File: config.mk
export PLATFORM = sky130hd
export DESIGN_NAME = cua_seq_flat
export DESIGN_NICKNAME = d
export VERILOG_FILES = /design/src/design/cua_pkg.sv /design/src/design/cua_if.sv /design/src/design/cua_seq.sv /design/src/flat_wrapper.sv
export SDC_FILE = /design/constraint.sdc
export NUM_CORES = 1
export LEC_CHECK = 0
export BUFFER_PORTS_ARGS = -buffer_cell sky130_fd_sc_hd__buf_2
export CAP_MARGIN = 20
export CORE_MARGIN = 4
export CORE_UTILIZATION = 45
export DETAILED_ROUTE_END_ITERATION = 16
export PLACE_DENSITY = 0.69
export SYNTH_ARGS = -nofsm -noshare
export SYNTH_HDL_FRONTEND = slang
export SYNTH_SLANG_ARGS = --single-unit
export TNS_END_PERCENT = 5
File: constraint.sdc
create_clock -name clk -period 8.8 [get_ports clk]
set_input_delay 0 -clock clk [delete_from_list [all_inputs] [get_ports clk]]
set_output_delay 0 -clock clk [all_outputs]
set_load 0.05 [all_outputs]
File: src/design/cua_pkg.sv
// ----------------------------------------------------------------------------
// cua_pkg: shared types and constants for the contiguous unit allocator
// Request codes, fit policies, field widths and the sequencer state type.
// ----------------------------------------------------------------------------
package cua_pkg;

  localparam int MapUnitsDefault = 4096;
  localparam int IndexW = 12;
  localparam int MarkW  = 8;
  localparam int SizeW  = 13;
  localparam int FailW  = 16;

  localparam logic [MarkW-1:0] MarkFree  = 8'hFF;
  localparam logic [MarkW-1:0] MarkTaken = 8'h00;
  localparam logic [FailW-1:0] FailMax   = 16'hFFFF;

  typedef enum logic [1:0] {
    REQ_LOAD    = 2'd0,
    REQ_ALLOC   = 2'd1,
    REQ_COMPACT = 2'd2,
    REQ_READ    = 2'd3
  } req_t;

  typedef enum logic [1:0] {
    POL_FIRST = 2'd0,
    POL_NEXT  = 2'd1,
    POL_BEST  = 2'd2,
    POL_WORST = 2'd3
  } policy_t;

  typedef enum logic [3:0] {
    ST_IDLE,
    ST_READ,
    ST_SCAN,
    ST_MARK,
    ST_COUNT,
    ST_FILL,
    ST_DONE
  } state_t;

  // map memory access from the sequencer
  typedef struct packed {
    logic                rd_en;
    logic [15:0]         rd_addr;
    logic                wr_en;
    logic [15:0]         wr_addr;
    logic [MarkW-1:0]    wr_data;
  } mem_req_t;

endpackage

File: src/design/cua_if.sv
// ----------------------------------------------------------------------------
// cua_if: valid/ready channel interfaces
// Request, result and configuration word channels.
// ----------------------------------------------------------------------------
interface cua_req_if;
  logic        valid;
  logic        ready;
  logic [1:0]  req_type;
  logic [11:0] unit_index;
  logic [7:0]  unit_mark;
  logic [12:0] alloc_size;
  modport source (output valid, req_type, unit_index, unit_mark, alloc_size,
                  input ready);
  modport sink   (input valid, req_type, unit_index, unit_mark, alloc_size,
                  output ready);
endinterface

interface cua_rsp_if;
  logic        valid;
  logic        ready;
  logic        status;
  logic [11:0] alloc_start;
  logic [7:0]  read_mark;
  logic [15:0] failure_count;
  modport source (output valid, status, alloc_start, read_mark, failure_count,
                  input ready);
  modport sink   (input valid, status, alloc_start, read_mark, failure_count,
                  output ready);
endinterface

interface cua_cfg_if;
  logic       valid;
  logic       ready;
  logic [1:0] data;
  modport source (output valid, data, input ready);
  modport sink   (input valid, data, output ready);
endinterface

File: src/design/cua_seq.sv
// ----------------------------------------------------------------------------
// cua_seq: request sequencer
// Walks the map for scans, marking and compaction; builds the result word.
// ----------------------------------------------------------------------------
module cua_seq #(
  parameter int MapUnits = cua_pkg::MapUnitsDefault,
  parameter int AddrW = $clog2(MapUnits)
) (
  input  logic                clk,
  input  logic                rst,
  cua_req_if.sink             rq,
  cua_rsp_if.source           rs,
  cua_cfg_if.sink             cf,
  output cua_pkg::mem_req_t   mreq,
  input  logic [cua_pkg::MarkW-1:0] rd_data
);
  import cua_pkg::*;

  localparam int CntW = AddrW + 1;
  localparam int SumW = CntW + 1;
  localparam logic [CntW-1:0] Units = CntW'(MapUnits);

  state_t state, state_next;
  logic [1:0] policy;

  logic [11:0]      idx;
  logic [12:0]      size;

  // scan position p (0..MapUnits); the read data for step p arrives in the cycle after its address is issued
  logic [CntW-1:0]  p, p_next;
  logic [AddrW-1:0] base;
  logic [AddrW-1:0] nf_start;
  logic [AddrW-1:0] run_start;
  logic [CntW-1:0]  run_len;
  logic             found;
  logic [AddrW-1:0] best_start;
  logic [CntW-1:0]  best_len;
  logic [CntW-1:0]  zeros;
  logic [CntW-1:0]  mcnt;
  logic [AddrW-1:0] maddr;
  logic [FailW-1:0] failures;

  logic             o_status;
  logic [11:0]      o_start;
  logic [7:0]       o_mark;

  logic             in_map;
  logic [AddrW-1:0] upos;
  logic             is_free;
  logic             big;
  logic             take;
  logic             early;
  logic             out_free;

  // unit index plus offset, wrapped at the map size
  function automatic logic [AddrW-1:0] wrap_add(input logic [AddrW-1:0] a,
                                                input logic [CntW-1:0]  b);
    logic [SumW-1:0] sum;
    sum = {2'b00, a} + {1'b0, b};
    if (sum >= SumW'(MapUnits)) begin
      sum = sum - SumW'(MapUnits);
    end
    return sum[AddrW-1:0];
  endfunction

  assign in_map = (32'(idx) < 32'(MapUnits));
  assign upos   = wrap_add(base, p);
  assign is_free = (p < Units) && (rd_data == MarkFree);
  assign big    = (run_len != '0) && (32'(run_len) >= 32'(size));
  assign early  = (policy == POL_FIRST) || (policy == POL_NEXT);
  assign take   = big && (!found || (policy == POL_BEST && run_len < best_len) ||
                          (policy == POL_WORST && run_len > best_len));
  assign out_free = !rs.valid || rs.ready;

  assign rq.ready = (state == ST_IDLE);
  assign cf.ready = (state == ST_IDLE) && !rq.valid;

  always_ff @(posedge clk) begin
    if (rst) begin
      state    <= ST_IDLE;
      policy   <= POL_FIRST;
      nf_start <= '0;
      failures <= '0;
      rs.valid <= 1'b0;
    end else begin
      state <= state_next;
      if (cf.valid && cf.ready) begin
        policy <= cf.data;
      end
      if (state == ST_DONE && out_free) begin
        rs.valid <= 1'b1;
      end else if (rs.valid && rs.ready) begin
        rs.valid <= 1'b0;
      end
      if (state == ST_SCAN && !is_free && big && early) begin
        if (policy == POL_NEXT) begin
          nf_start <= wrap_add(run_start, CntW'(size));
        end
      end else if (state == ST_SCAN && p == Units) begin
        if (!(found || take) && failures != FailMax) begin
          failures <= failures + 1'b1;
        end
      end else if (state == ST_IDLE && rq.valid && rq.req_type == REQ_ALLOC &&
                   rq.alloc_size == '0 && failures != FailMax) begin
        failures <= failures + 1'b1;
      end
    end
  end

  // payload and datapath registers
  always_ff @(posedge clk) begin
    unique case (state)
      ST_IDLE: begin
        if (rq.valid) begin
          idx  <= rq.unit_index;
          size <= rq.alloc_size;
          p    <= '0;
          run_len <= '0;
          found   <= 1'b0;
          best_len <= '0;
          best_start <= '0;
          zeros <= '0;
          o_status <= (rq.req_type == REQ_ALLOC) && (rq.alloc_size == '0);
          o_start  <= '0;
          o_mark   <= '0;
          base <= (policy == POL_NEXT) ? nf_start : '0;
        end
      end
      ST_READ: begin
        o_mark <= in_map ? rd_data : '0;
      end
      ST_SCAN: begin
        p <= p_next;
        if (is_free) begin
          if (run_len == '0) begin
            run_start <= upos;
          end
          run_len <= run_len + 1'b1;
        end else begin
          if (big && early) begin
            found <= 1'b1;
            best_start <= run_start;
            best_len <= run_len;
          end else if (take) begin
            found <= 1'b1;
            best_start <= run_start;
            best_len <= run_len;
          end
          run_len <= '0;
        end
        if (p == Units) begin
          mcnt  <= '0;
          maddr <= (take || (big && early)) ? run_start : best_start;
          o_status <= !(found || take || (big && early));
          o_start  <= (found || take || (big && early)) ?
                      12'((take || (big && early)) ? run_start : best_start) : '0;
        end else if (!is_free && big && early) begin
          mcnt  <= '0;
          maddr <= run_start;
          o_start <= 12'(run_start);
        end
      end
      ST_MARK: begin
        mcnt  <= mcnt + 1'b1;
        maddr <= wrap_add(maddr, CntW'(1));
      end
      ST_COUNT: begin
        p <= p + 1'b1;
        if (rd_data == MarkTaken) begin
          zeros <= zeros + 1'b1;
        end
        if (p == Units - 1'b1) begin
          mcnt <= '0;
        end
      end
      ST_FILL: begin
        mcnt <= mcnt + 1'b1;
      end
      ST_DONE: begin
      end
      default: begin
      end
    endcase
  end

  always_comb begin
    state_next = state;
    p_next = p + 1'b1;
    mreq = '0;
    unique case (state)
      ST_IDLE: begin
        if (rq.valid) begin
          unique case (rq.req_type)
            REQ_LOAD: begin
              mreq.wr_en   = (32'(rq.unit_index) < 32'(MapUnits));
              mreq.wr_addr = 16'(rq.unit_index);
              mreq.wr_data = rq.unit_mark;
              state_next   = ST_DONE;
            end
            REQ_READ: begin
              mreq.rd_en   = 1'b1;
              mreq.rd_addr = 16'(rq.unit_index[AddrW-1 < 11 ? AddrW-1 : 11:0]);
              state_next   = ST_READ;
            end
            REQ_COMPACT: begin
              mreq.rd_en = 1'b1;
              state_next = ST_COUNT;
            end
            default: begin
              mreq.rd_en   = (rq.alloc_size != '0);
              mreq.rd_addr = 16'((policy == POL_NEXT) ? nf_start : '0);
              state_next   = (rq.alloc_size != '0) ? ST_SCAN : ST_DONE;
            end
          endcase
        end
      end
      ST_READ: state_next = ST_DONE;
      ST_SCAN: begin
        mreq.rd_en   = (p_next < Units);
        mreq.rd_addr = 16'(wrap_add(base, p_next));
        if (!is_free && big && early) begin
          state_next = ST_MARK;
        end else if (p == Units) begin
          state_next = (found || take) ? ST_MARK : ST_DONE;
        end
      end
      ST_MARK: begin
        mreq.wr_en   = 1'b1;
        mreq.wr_addr = 16'(maddr);
        mreq.wr_data = MarkTaken;
        if (32'(mcnt) == 32'(size) - 32'd1) begin
          state_next = ST_DONE;
        end
      end
      ST_COUNT: begin
        mreq.rd_en   = (p_next < Units);
        mreq.rd_addr = 16'(p_next);
        if (p == Units - 1'b1) begin
          state_next = ST_FILL;
        end
      end
      ST_FILL: begin
        mreq.wr_en   = 1'b1;
        mreq.wr_addr = 16'(mcnt);
        mreq.wr_data = (mcnt < zeros) ? MarkTaken : MarkFree;
        if (mcnt == Units - 1'b1) begin
          state_next = ST_DONE;
        end
      end
      ST_DONE: begin
        if (out_free) begin
          state_next = ST_IDLE;
        end
      end
      default: state_next = ST_IDLE;
    endcase
  end

  // result word: load only when the output slot is free, hold it otherwise
  always_ff @(posedge clk) begin
    if (state == ST_DONE && out_free) begin
      rs.status        <= o_status;
      rs.alloc_start   <= o_start;
      rs.read_mark     <= o_mark;
      rs.failure_count <= failures;
    end
  end
endmodule

File: src/flat_wrapper.sv
// flat-port wrapper written by rule: the top's interface ports become plain ports
module cua_seq_flat import cua_pkg::*;
#(
  parameter int MapUnits = cua_pkg::MapUnitsDefault,
  parameter int AddrW = $clog2(MapUnits)
)
  (clk, rst, mreq, rd_data, rq_valid, rq_req_type, rq_unit_index, rq_unit_mark, rq_alloc_size, rq_ready, rs_valid, rs_status, rs_alloc_start, rs_read_mark, rs_failure_count, rs_ready, cf_valid, cf_data, cf_ready);
  cua_req_if rq_i ();
  cua_rsp_if rs_i ();
  cua_cfg_if cf_i ();
  input  logic clk;
  input  logic rst;
  output cua_pkg::mem_req_t mreq;
  input  logic [cua_pkg::MarkW-1:0] rd_data;
  input wire logic [$bits(rq_i.valid)-1:0] rq_valid;
  input wire logic [$bits(rq_i.req_type)-1:0] rq_req_type;
  input wire logic [$bits(rq_i.unit_index)-1:0] rq_unit_index;
  input wire logic [$bits(rq_i.unit_mark)-1:0] rq_unit_mark;
  input wire logic [$bits(rq_i.alloc_size)-1:0] rq_alloc_size;
  output wire logic [$bits(rq_i.ready)-1:0] rq_ready;
  output wire logic [$bits(rs_i.valid)-1:0] rs_valid;
  output wire logic [$bits(rs_i.status)-1:0] rs_status;
  output wire logic [$bits(rs_i.alloc_start)-1:0] rs_alloc_start;
  output wire logic [$bits(rs_i.read_mark)-1:0] rs_read_mark;
  output wire logic [$bits(rs_i.failure_count)-1:0] rs_failure_count;
  input wire logic [$bits(rs_i.ready)-1:0] rs_ready;
  input wire logic [$bits(cf_i.valid)-1:0] cf_valid;
  input wire logic [$bits(cf_i.data)-1:0] cf_data;
  output wire logic [$bits(cf_i.ready)-1:0] cf_ready;
  assign rq_i.valid = rq_valid;
  assign rq_i.req_type = rq_req_type;
  assign rq_i.unit_index = rq_unit_index;
  assign rq_i.unit_mark = rq_unit_mark;
  assign rq_i.alloc_size = rq_alloc_size;
  assign rq_ready = rq_i.ready;
  assign rs_valid = rs_i.valid;
  assign rs_status = rs_i.status;
  assign rs_alloc_start = rs_i.alloc_start;
  assign rs_read_mark = rs_i.read_mark;
  assign rs_failure_count = rs_i.failure_count;
  assign rs_i.ready = rs_ready;
  assign cf_i.valid = cf_valid;
  assign cf_i.data = cf_data;
  assign cf_ready = cf_i.ready;
  cua_seq #(.MapUnits(MapUnits), .AddrW(AddrW)) u_core (.clk(clk), .rst(rst), .rq(rq_i), .rs(rs_i), .cf(cf_i), .mreq(mreq), .rd_data(rd_data));
endmodule
== Word-level counts from Yosys, hierarchy flattened ==
Index checks and enable logic that the tools add are counted.

* Register bits after elaboration: 220
* Output and inout bits: 82
* Logic and storage cells: 210

* Add/subtract/negate cells: 14
* Order comparisons: 10
* Equal/unequal tests: 29
* Multiplexer cells: 64
* Bitwise operators: 1
* Reductions and logical operators: 69

{| class="wikitable"
|+ Operators with widths
! kind !! number
|-
| $mux 12 || 14
|-
| $mux 13 || 9
|-
| $pmux 13 s2 || 4
|-
| $pmux 25 s3 || 1
|-
| $pmux 12 s2 || 3
|-
| $add 13x1->13 const B || 4
|-
| $pmux 17 s3 || 1
|-
| $mux 16 || 3
|-
| $sub 12x1->12 const B || 4
|-
| $add 12x13->14 || 3
|-
| $ge 14x13->1 const B || 3
|-
| $mux 42 || 1
|-
| $pmux 13 s3 || 1
|-
| $eq 13x32->1 || 1
|-
| $pmux 16 s2 || 1
|-
| $mux 4 || 7
|-
| $pmux 4 s7 || 1
|-
| $eq 13x12->1 const B || 2
|-
| $logic_not 13->1 || 2
|-
| $lt 13x13->1 || 2
|-
| $lt 13x13->1 const B || 2
|-
| $reduce_bool 13->1 || 2
|-
| $mux 25 || 1
|-
| $logic_and 1x1->1 || 22
|-
| 37 further kinds || 93
|}

== Depth between registers and ports, before layout ==
* Depth in word-level cells: 10
* Depth in mapped cells: 13
* Depth with buffers taken out: 13

== Worst setup path after synthesis ==
No wires, ideal clock.

* Kind: reg2out
* Start: register u_core.state[0]
* End: output port mreq[25] (netlist bit)
* Arrival time: 4.143 ns
* Slack: 4.657 ns
* Cell stages (with the launch flop): 8
* Cells stage by stage: dfxtp_1 -> clkbuf_1 -> nor3_1 -> nand2_1 -> inv_1 -> nand2_1 -> clkbuf_1 -> o21ai_0

{| class="wikitable"
|+ RTL lines
! what !! RTL line !! source
|-
| from (decl) || cua_seq.sv:23 || <nowiki>state_t state, state_next;</nowiki>
|-
| from (signal assigned) || cua_seq.sv:86 || <nowiki>state <= state_next;</nowiki>
|-
| to (decl) || flat_wrapper.sv:13 || <nowiki>output cua_pkg::mem_req_t mreq;</nowiki>
|}

==> metrics.cfg <==
[status]
status=finished clean

[cells_and_area]
final_common_cell=edfxtp_1
finish.utilization_pct=53.6
drive_gt1_share_pct=14.2
syn_to_final_growth_pct=17.3
fillers=2472
final_cell_mix=edfxtp_1, nor2_1, buf_2, inv_1, ha_1
layoutNonFillerInstCount=1762
final_area_mm2=0.0149
nets=1497
antenna_cells=0

[place]
io_buffers=125
dp_hpwl_mm=25.2
dpl.cell_count=1680
placed_area_mm2=0.0137
pre_cts_slack_ns=4.94
finalWeightedCongestion=0.933

[die]
die-area_mm2=0.0310
num_rows=61
fp.dieW_um=176
top_level_ports=132
initial_core_util_pct=45.7
core_area_mm2=0.0278
die_h_um=176

[cts]
cts-resized-gates=0
cts_sinks=219
post_cts_buffers=0
cts.path.max_buffers=3
root_buffer=clkbuf_16
cts_tree=done
path_clk_slew_ns=0.06
clock_latency_ns=0.53
cts_buffers=26
ctsHoldBuffers=29
htreeDepth=1

[yosys]
synth-seq-cells=219
synth_edf_count=185
synthArstFlopShare_pct=0
syn_area_mm2=0.0127
yosysSeqAreaShare_pct=49.1
synth_top_cell_area_share_pct=43.7
synth.avg_cell_area_um2=10.5
syn_inst=1214
synth.top_cells.by_area=edfxtp_1, ha_1, dfxtp_1
synth_top_area_cell=edfxtp_1
yosys_most_used_dff=edfxtp_1
yosys.cell_types.count=69
ys_warn_count=0

[timing]
setup-violations-final=0
worst_slack_ns=4.77
period_needed_ns=4.03
skew_ns=0.0144
timing.fmax_mhz=248
final.setup.tns_ns=0
fin_hold_ws_ns=0.121
slew_headroom_pct=32.6
rsz0062_at_grt=no
drv_slew=0
post-route-period-util_pct=45.7
hold_violations=0
worst-slew-pin-transition_ns=1.01

[setup_path]
cp-startpoint=u_core.p[2]
required_ns=8.80
crit_fanout=6
crit_type=reg2out
startpoint_type=flop
cp-end-kind=output port
worstPathArrival_ns=4.03
r2r_start=u_core.size[8]

[route]
drtIter0Drc=1024
ant_nets=0
num_vias=9901
route.detailed.drc=0
drt_wl_total_mm=33.5
wl_per_cell_um=19.0
first_pass_iters=5
viasPerCell=5.62

[global_routing]
antenna_found_initial=3
grt_overflow=0
grt_pass1_wl_mm=52.1
grtUsageTotal_pct=21.0
grt_pass1_vias=9588
grt_max_degree=38

[pwr]
pwr-share-clk_pct=22.7
peakVddDrop_uv=312
switchingPower_mw=1.94
p_seq_share_pct=37.2
p_int_mw=2.86
p_leak_nw=6.05
total_power_mw=4.80
power_per_cell_area_mw_per_mm2=322
switching_share_pct=40.4
p_comb_share_pct=40.0

[min_path]
worstHoldStart=rq_req_type[1]
hp-class=in2reg

[run]
max-cap-violations=0

[synthesized netlist by cell type (4+ instances only)]
master    instances
a211oi_1          7
a21o_1           21
a21oi_1          40
a221o_1           4
a222oi_1         11
a22o_1           12
a31oi_1           5
and2_1           47
and3_1           30
and4_1            6
buf_4             6
clkbuf_1         41
dfxtp_1          34
edfxtp_1        185
ha_1             80
inv_1            88
mux2i_1          34
nand2_1          68
nand2b_1         13
nand3_1          46
nand4_1          15
nor2_1          131
nor2b_1          11
nor3_1           31
nor4_1           14
nor4b_1           6
o211ai_1          4
o21a_1            5
o21ai_0          23
o21ai_1          17
o21bai_1          4
o221ai_1          4
o22ai_1           6
or3_1             5
xnor2_1          63
xor2_1           47
[critical path, cell delays in order (launching register included)]
cell and delay, ns:
edfxtp_1 0.47, and3_1 0.23, and3_1 0.22, xnor2_1 0.24, inv_1 0.08, ha_1 0.24, or3_1 0.36, a311o_1 0.29
a31oi_1 0.26, nor2b_1 0.08, o21ai_1 0.15, nand2b_1 0.09, xnor2_1 0.12, o21ai_0 0.34, buf_2 0.34
[flip-flops by register name, summed over array words and instances, names as in the netlist, 12 cells and up]
| name | count |
|---|---|
| u_core.nf_start | 12 |
| u_core.base | 12 |
| u_core.best_len | 13 |
| u_core.o_start | 12 |
| u_core.run_len | 13 |
| u_core.zeros | 13 |
| u_core.failures | 16 |
| u_core.mcnt | 13 |
| u_core.best_start | 12 |
| u_core.rs.failure_count | 16 |
| u_core.run_start | 12 |
| u_core.size | 13 |
| u_core.maddr | 12 |
| u_core.rs.alloc_start | 12 |
| u_core.p | 13 |
[routing by layer]
metal  share of wire, %  track usage [%]  vias to the layer above
met5              0.048                0                        -
met4                4.1             7.96                        4
met3                7.3             3.08                       95
met2                 46             34.3                      432
met1                 42             28.6                     4679
li1                   -                -                     4691
[layout make-up]
class | instances | area, µm² | area share (%)
inverters | 88 | 330 | 2.22
repair buffers | 168 | 1030 | 6.89
well taps | 378 | 473 | 3.17
flip-flops and latches | 219 | 6240 | 41.9
clock inverters | 15 | 174 | 1.17
clock buffers | 33 | 708 | 4.75
multi-input cells | 861 | 5950 | 39.9
[final timing paths]
kind | end | slack (ns) | depth (start not counted)
worst min register to register | u_core.rs.alloc_start[10] | 0.41 | 0
worst max-delay path | mreq[34] | 4.77 | 14
worst min-delay path | u_core.state[1] | 0.12 | 3
worst max register to register | u_core.o_start[7] | 4.86 | 9
[power by group through the flow]
stage               Sequential [mW]  Clock [mW]  Combinational, mW
floorplan                      1.74           0               1.41
global placement               1.80           0               1.84
detailed placement             1.80           0               1.88
CTS                            1.78        1.11               1.90
global route                   1.82        1.16               2.10
finish                         1.79        1.09               1.92
[cell families (layout without fill, tap and decap cells)]
logic type,Yosys count,count (layout),share of synthesized area [%]
XOR/XNOR,110,110,7.58
flip-flops,219,219,49.1
adder cells (fa/ha/maj),83,83,8.35
AND/OR/NAND/NOR,434,434,17.1
other,1,6,0.0295
AO/OA/AOI/OAI,193,193,10.7
buffers and inverters,139,304,4.37
multiplexers,35,35,2.77
(Power assumes the default switching activity.)
